**config.mk**
```make
export PLATFORM = sky130hd
export DESIGN_NAME = bpa_word_scan
export DESIGN_NICKNAME = d
export VERILOG_FILES = /design/src/sv/bpa_pkg.sv /design/src/sv/bpa_word_scan.sv
export SDC_FILE = /design/constraint.sdc
export NUM_CORES = 1
export LEC_CHECK = 0
export BUFFER_PORTS_ARGS = -buffer_cell sky130_fd_sc_hd__buf_2
export CAP_MARGIN = 20
export CORE_MARGIN = 2
export CORE_UTILIZATION = 57
export DETAILED_ROUTE_END_ITERATION = 16
export GPL_ROUTABILITY_DRIVEN = 1
export PLACE_DENSITY = 0.91
export SYNTH_ARGS = -nofsm -noshare
export SYNTH_HDL_FRONTEND = slang
export SYNTH_SLANG_ARGS = --single-unit
```
**constraint.sdc**
```tcl
create_clock -name vclk -period 5.2
set_clock_uncertainty 0.15 [all_clocks]
set_input_delay 0.78 -clock vclk [all_inputs]
set_output_delay 0.78 -clock vclk [all_outputs]
set_load 0.01 [all_outputs]
```
**src/sv/bpa_pkg.sv**
```systemverilog
// Shared types and constants for the next-fit bitmap page allocator.
// No dependencies; imported by bpa_word_scan and the top level.
package bpa_pkg;

  localparam int WORD_BITS  = 32;
  localparam int WORD_IDX_W = 5;

  localparam logic ACT_ALLOC = 1'b0;
  localparam logic ACT_FREE  = 1'b1;

  typedef enum logic [2:0] {
    ST_OK           = 3'd0,
    ST_OOM          = 3'd1,
    ST_MISALIGNED   = 3'd2,
    ST_ALREADY_FREE = 3'd3,
    ST_OUT_OF_RANGE = 3'd4
  } status_e;

  typedef enum logic [2:0] {
    S_INIT,
    S_IDLE,
    S_RD,
    S_EV,
    S_DONE
  } state_e;

  typedef struct packed {
    logic        action;
    logic [31:0] address;
  } in_item_t;

  typedef struct packed {
    status_e     status;
    logic [27:0] page_address;
    logic [16:0] free_count;
  } out_item_t;

  // Window limits for one bitmap word.
  typedef struct packed {
    logic                  lo_en;
    logic [WORD_IDX_W-1:0] lo_bit;
    logic                  hi_en;
    logic [WORD_IDX_W-1:0] hi_bit;
  } scan_win_t;

  typedef struct packed {
    logic                  found;
    logic [WORD_IDX_W-1:0] bit_idx;
  } scan_res_t;

endpackage

```
**src/sv/bpa_word_scan.sv**
```systemverilog
// Find-first-free search over one 32-bit word of the used map, limited to a window.
// Depends on bpa_pkg.
module bpa_word_scan
  import bpa_pkg::*;
(
  input  logic [WORD_BITS-1:0] used_i,
  input  scan_win_t            win_i,
  output scan_res_t            res_o
);

  logic [WORD_BITS-1:0] lo_mask;
  logic [WORD_BITS-1:0] hi_mask;
  logic [WORD_BITS-1:0] cand;

  always_comb begin
    lo_mask = win_i.lo_en ? ({WORD_BITS{1'b1}} << win_i.lo_bit) : {WORD_BITS{1'b1}};
    // keep bits at or below hi_bit
    hi_mask = win_i.hi_en ? ~({{(WORD_BITS-1){1'b1}}, 1'b0} << win_i.hi_bit)
                          : {WORD_BITS{1'b1}};
    cand    = ~used_i & lo_mask & hi_mask;
  end

  always_comb begin
    res_o.found   = |cand;
    res_o.bit_idx = '0;
    for (int i = WORD_BITS - 1; i >= 0; i--) begin
      if (cand[i]) begin
        res_o.bit_idx = WORD_IDX_W'(i);
      end
    end
  end

endmodule

```
; ---- After elaboration in Yosys (flattened, before gate mapping)
; Cells that the tools add are included.
[op_classes]
shifts = 2
mux = 34
bitwise = 4
reduce_logical = 1
[op_table]
columns = cell, count
row1 = 5-bit two-way mux, 32
row2 = 32-bit AND, 2
row3 = 32-bit two-way mux, 2
row4 = 32-bit NOT, 2
row5 = "32-bit by 5-bit left shift with 32-bit output, first input constant", 2
row6 = 32-bit OR reduction, 1
[totals]
register_bits = 0
input_bits = 44
out_inout_bits = 6

; ---- Depth between registers and ports, before layout
; Gate-level depths: netlist of run 1.
[depth]
word_depth = 36
mapped_depth = 9

; ---- Least setup slack after synthesis of run 1
; OpenSTA, ideal clock, no wires.
[synth_timing]
path_kind = input port to output port
start = input win_i[8] (netlist name)
end = output res_o[1] (netlist name)
arrival_time_ns = 2.325
slack_ns = 1.945
cell_stages = 8
path_cell_list = buf_6 -> and4_4 -> a221o_1 -> a21boi_1 -> o211a_1 -> o311ai_2 -> a311oi_1 -> o2bb2ai_1
[synth_rtl]
columns = item, line_no
row1 = from (decl), bpa_word_scan.sv:7  ; input scan_win_t win_i,
row2 = to (decl), bpa_word_scan.sv:8  ; output scan_res_t res_o

==> flow_summary_export.csv, run 1 <==
group,metric,value,unit
run_status,status,"finished, final reports clean",
placement,dp_hpwl,3340,um
cells_and_area,fin_nets,282,
setup_path,cp-end-kind,"primary output",
routing,drc,0,
synth,synth-adder-area-share,0,%
global_route,grt_pass1_vias,1519,
die,start_util,59.4,%
cells_and_area,drive_gt1_share,26.7,%
cells_and_area,diodes,0,
synth,syn-mean-instance-area,6.26,um2
sta,relSlewSlack,61.0,%
cells_and_area,seq_cells,0,
global_route,grt-ovfl-total,0,
setup_path,slowest_stage,"nor2b_2",
sta,tightest_slew,0.579,ns
worst_hold_path,min_from,"used_i[1]",
clock_network,cts_setup_buffers,0,
routing,routed-via-count,1789,
routing,route.antenna.remaining_nets,0,
worst_hold_path,min_path_type,"input port to primary output",
routing,routed_wl,4280,um
die,dieArea,2660,um2
clock_network,cts_hold_buf,0,
sta,fin_crit_sh,77.0,%
die,placementRows,17,
power,leakage,0.597,nW
die,die_w,51.6,um
sta,fin_tns_setup,0,ns
synth,synth_area,1290,um2
routing,via_per_inst,6.78,
power,irDropWorstVdd,66.5,uV
setup_path,critPathMaxFanout,14,
routing,wire_per_inst,16.2,um
setup_path,critPathRequiredTime,4.27,ns
die,core_area,2170,um2
sta,timing.final.ws_setup,1.20,ns
die,io_pins,50,
synth,synthMuxAreaShare,0,%
sta,hold_violations,0,
placement,dp_slack,1.25,ns
synth,synthCells,206,
routing,drt_first_pass_iters,6,
sta,drv_slew,0,
cells_and_area,area_growth,12.0,%
worst_hold_path,hold_end,"res_o[0]",
power,power_density,96.5,nW/um2
placement,gp_congestion,0.994,
global_route,grt_pass1_wl,6780,um
global_route,grtUsageTotal,32.7,%
setup_path,path_cells,"buf_2, nor2b_2, and2_1, a211oi_1, nor3_1, o21ai_2, a2111oi_4, a211oi_1, buf_2",
synth,yosysWarnings,0,
die,die_h,51.6,um
flow_run,cap_violations,0,
synth,syn_nets,250,
sta,rsz0062_at_grt,"no",
cells_and_area,nClkBuffers,0,
global_route,antenna_found_initial,0,
setup_path,crit_type,"input port to primary output",
synth,yosysSeqAreaShare,0,%
synth,yosysUniqueCellTypes,55,
setup_path,worstSetupStartpointType,"input port",
sta,setup_viol,0,
setup_path,cpPeakStageDelay,0.53,ns
clock_network,cts_resized,0,
sta,post-route-min-period,4.00,ns
worst_hold_path,whs_path_depth,5,
sta,fmax,250,MHz
global_route,grt_max_degree,21,
synth,synth_top_family_by_area,"compound AO/OA/AOI/OAI gates",
setup_path,worstPathArrival,3.07,ns
synth,synth_compound_area_share,54.0,%
placement,port_buffers,50,
power,power,0.000139,W
cells_and_area,regArea,0,um2
synth,synth_xor_area_share,0,%
synth,synthSimpleGateAreaFrac,34.2,%
routing,drt-initial-drc-count,96,
## worst max-delay path by stage
| stage | endpoint | slack, ns | start |
|---|---|---|---|
| global placement | res_o[0] | 1.31 | win_i[5] |
| floorplan | res_o[1] | 1.95 | win_i[8] |
| detailed placement | res_o[0] | 1.25 | win_i[5] |
| CTS | res_o[0] | 1.25 | win_i[5] |
| global route | res_o[0] | 1.01 | win_i[5] |
| finish | res_o[0] | 1.20 | win_i[5] |
## critical path: cells and delay by family
| kind | cells | cell delay, ns |
|---|---|---|
| simple gates | 3 | 1.20 |
| compound gates | 4 | 0.72 |
| buf+inv | 2 | 0.37 |
## per-stage QoR
step / instance area [um2] / instances / hold slack [ns] / util [%]
after global placement: 1440 / 264 / 1.86 / 66.6
final: 1440 / 264 / 1.89 / 66.6
after CTS: 1440 / 264 / 1.87 / 66.6
after detailed placement: 1440 / 264 / 1.87 / 66.6
after global routing: 1440 / 264 / 1.91 / 66.6
after floorplan: 1290 / 206 / 1.62 / -
## where the power goes
part / total (W) / internal [W] / switching (W)
Clock: 0 / 0 / 0
Sequential: 0 / 0 / 0
Combinational: 0.000139 / 0.0000546 / 0.0000847
## cells in the final DEF (no fill, tap or decap), drive strengths merged, types with 3 or more instances in the layout
cell	synthesis	routed
nand3	9	9
inv	6	6
o21ai	16	16
and2	4	4
buf	19	50
o21a	5	5
a21oi	15	15
nor2b	9	9
nor3	6	6
o211ai	4	4
nor2	19	19
or2	3	3
a31oi	6	6
a221oi	11	11
nand2	26	26
a211oi	9	9
and3	3	3
## cell type report
type | instances | area, um2
inverter | 6 | 22.5
multi-input combinational | 180 | 1140
tap | 28 | 35.0
fill | 232 | 726
timing repair buffer | 50 | 250
## per-layer routing
layer | vias to the layer above | wire, um | track usage (%) | part of all wire [%]
li1 | 851 | - | - | -
met1 | 792 | 1770 | 43.5 | 41
met2 | 126 | 1990 | 55.6 | 46
met3 | 20 | 356 | 1.15 | 8.3
met4 | 0 | 164 | 13.2 | 3.8
met5 | - | 0 | 0 | 0
## cell usage after synthesis (all sizes together) (3+ instances only)
master  instances  share of area (%)
a221oi         11                8.0
nor3            6                2.7
and3            3                1.8
nand2          26                7.6
nor2b           9                4.6
a21oi          15                5.8
buf            19                9.8
nand3           9                3.5
inv             6                1.7
a31oi           6                3.4
a211oi          9                5.6
o21ai          16                6.5
o21a            5                2.9
nor2           19                5.5
or2             3                1.5
and2            4                1.9
o211ai          4                2.3
## cells by family after synthesis
family | Yosys count
compound gates | 92
simple gates | 88
buf+inv | 26
Power figures use the tool's default switching activity.
==> run 2: changes to the inputs <==
--- a/config.mk
+++ b/config.mk
@@ -8,10 +8,10 @@
 export BUFFER_PORTS_ARGS = -buffer_cell sky130_fd_sc_hd__buf_2
 export CAP_MARGIN = 20
 export CORE_MARGIN = 2
-export CORE_UTILIZATION = 57
+export CORE_UTILIZATION = 47
 export DETAILED_ROUTE_END_ITERATION = 16
 export GPL_ROUTABILITY_DRIVEN = 1
-export PLACE_DENSITY = 0.91
+export PLACE_DENSITY = 0.8
 export SYNTH_ARGS = -nofsm -noshare
 export SYNTH_HDL_FRONTEND = slang
 export SYNTH_SLANG_ARGS = --single-unit
==> constraint.sdc (replaced) <==
create_clock -name vclk -period 3.6
set_clock_uncertainty 0.15 [all_clocks]
set_input_delay 0.54 -clock vclk [all_inputs]
set_output_delay 0.54 -clock vclk [all_outputs]
set_load 0.01 [all_outputs]
==> run 2 against run 1 <==
  * Final cell count is 1.5% higher
  * Total power grew 46%
  * Sequential share of layout area unchanged
  * Utilization fell by 9.1 points
  * Critical path type unchanged
==> flow_summary_export.csv, run 2 (synthesis results as in run 1) <==
group,metric,value,unit
run_status,status,"finished, final reports clean",
routing,drt_first_pass_iters,5,
power,leakage,0.607,nW
die,die_h,56.4,um
clock_network,cts_resized,0,
power,power_density,139,nW/um2
cells_and_area,final_common_cell,"buf_2",
die,io_pins,50,
sta,hold_violations,0,
die,placementRows,18,
setup_path,path_cells,"buf_2, and2_1, a311o_1, o21ai_0, a211oi_1, nand2_1, nor3_1, nor2b_1, buf_2",
sta,drv_slew,0,
sta,relSlewSlack,69.2,%
cells_and_area,mostFrequentLayoutCells,"buf_2 (50), nand2_1 (26), nor2_1 (19), a21oi_1 (15), o21ai_0 (15)",
setup_path,worstPathArrival,2.62,ns
cells_and_area,utilization,57.4,%
global_route,antenna_found_initial,0,
die,start_util,50.6,%
cells_and_area,nFillCells,292,
power,irDropWorstVdd,95.9,uV
setup_path,cp-end-kind,"primary output",
die,dieArea,3180,um2
die,core_area,2540,um2
die,die_w,56.4,um
global_route,grt_max_degree,21,
setup_path,critPathMaxFanout,20,
routing,routed-via-count,1765,
routing,routed_wl,4340,um
clock_network,cts_hold_buf,0,
cells_and_area,seq_cells,0,
sta,tightest_slew,0.462,ns
global_route,grt_pass1_wl,7070,um
placement,gp_congestion,0.959,
cells_and_area,diodes,0,
cells_and_area,area_growth,13.4,%
sta,post-route-min-period,3.31,ns
setup_path,worstSetupStartpointType,"input port",
setup_path,cpPeakStageDelay,0.38,ns
worst_hold_path,min_path_type,"input port to primary output",
global_route,grt-ovfl-total,0,
sta,setup_viol,0,
routing,route.antenna.remaining_nets,0,
sta,fin_tns_setup,0,ns
clock_network,cts_setup_buffers,0,
cells_and_area,drive_gt1_share,27.3,%
setup_path,critPathRequiredTime,2.91,ns
cells_and_area,nClkBuffers,0,
sta,rsz0062_at_grt,"no",
global_route,grtUsageTotal,26.8,%
power,power,0.000203,W
setup_path,cp_common_cell,"buf_2",
cells_and_area,regArea,0,um2
routing,via_per_inst,6.59,
setup_path,cp_top_family,"simple AND/OR/NAND/NOR gates",
routing,wire_per_inst,16.2,um
setup_path,critical_path_buf_inv_count,2,
placement,dp_hpwl,3370,um
placement,port_buffers,50,
sta,fmax,302,MHz
global_route,grt_pass1_vias,1601,
sta,fin_crit_sh,92.0,%
routing,drc,0,
cells_and_area,fin_nets,284,
flow_run,cap_violations,0,
routing,drt-initial-drc-count,131,
setup_path,crit_type,"input port to primary output",
setup_path,slowest_stage,"and2_1",
[run 2: cell count changes in the layout (fill, tap and decap cells not counted)]
cell	before	now
buf_4	0	2
[run 2: routing by layer]
metal / global-route usage [%] / share of wire [%]
met5: 0 / 0
met4: 6.46 / 2.3
met3: 4.15 / 11
met2: 45.2 / 44
met1: 35.6 / 42
[run 2: worst paths after layout]
check / from / to / slack [ns] / cells past startpoint
setup / recovery: win_i[11] / res_o[4] / 0.29 / 9
hold / removal: used_i[1] / res_o[0] / 1.38 / 5
[run 2: tightest hold or removal path, cell delays in order]
cell	delay, ns
buf_2	0.09
a211oi_2	0.04
o21bai_1	0.14
a211oi_1	0.05
buf_2	0.13
[run 2: layout make-up]
class / count / area (um2) / area share (%)
well taps: 30 / 37.5 / 2.57
multi-input cells: 180 / 1140 / 77.7
repair buffers: 52 / 265 / 18.2
inverters: 6 / 22.5 / 1.54
[run 2: per-stage QoR]
| stage | instance area (um2) | hold WS, ns | cells | worst slack, ns |
|---|---|---|---|---|
| after global placement | 1460 | 1.36 | 268 | 0.317 |
| after CTS | 1460 | 1.38 | 268 | 0.366 |
| after detailed placement | 1460 | 1.37 | 268 | 0.373 |
| after global routing | 1460 | 1.41 | 268 | 0.0678 |
| final | 1460 | 1.38 | 268 | 0.289 |
| after floorplan | 1290 | 1.14 | 206 | 0.825 |
[run 2: power by group]
| part | switching, W | internal [W] |
|---|---|---|
| sequential | 0 | 0 |
| combinational | 0.000123 | 0.0000804 |
| clock | 0 | 0 |
| total | 0.000123 | 0.0000804 |
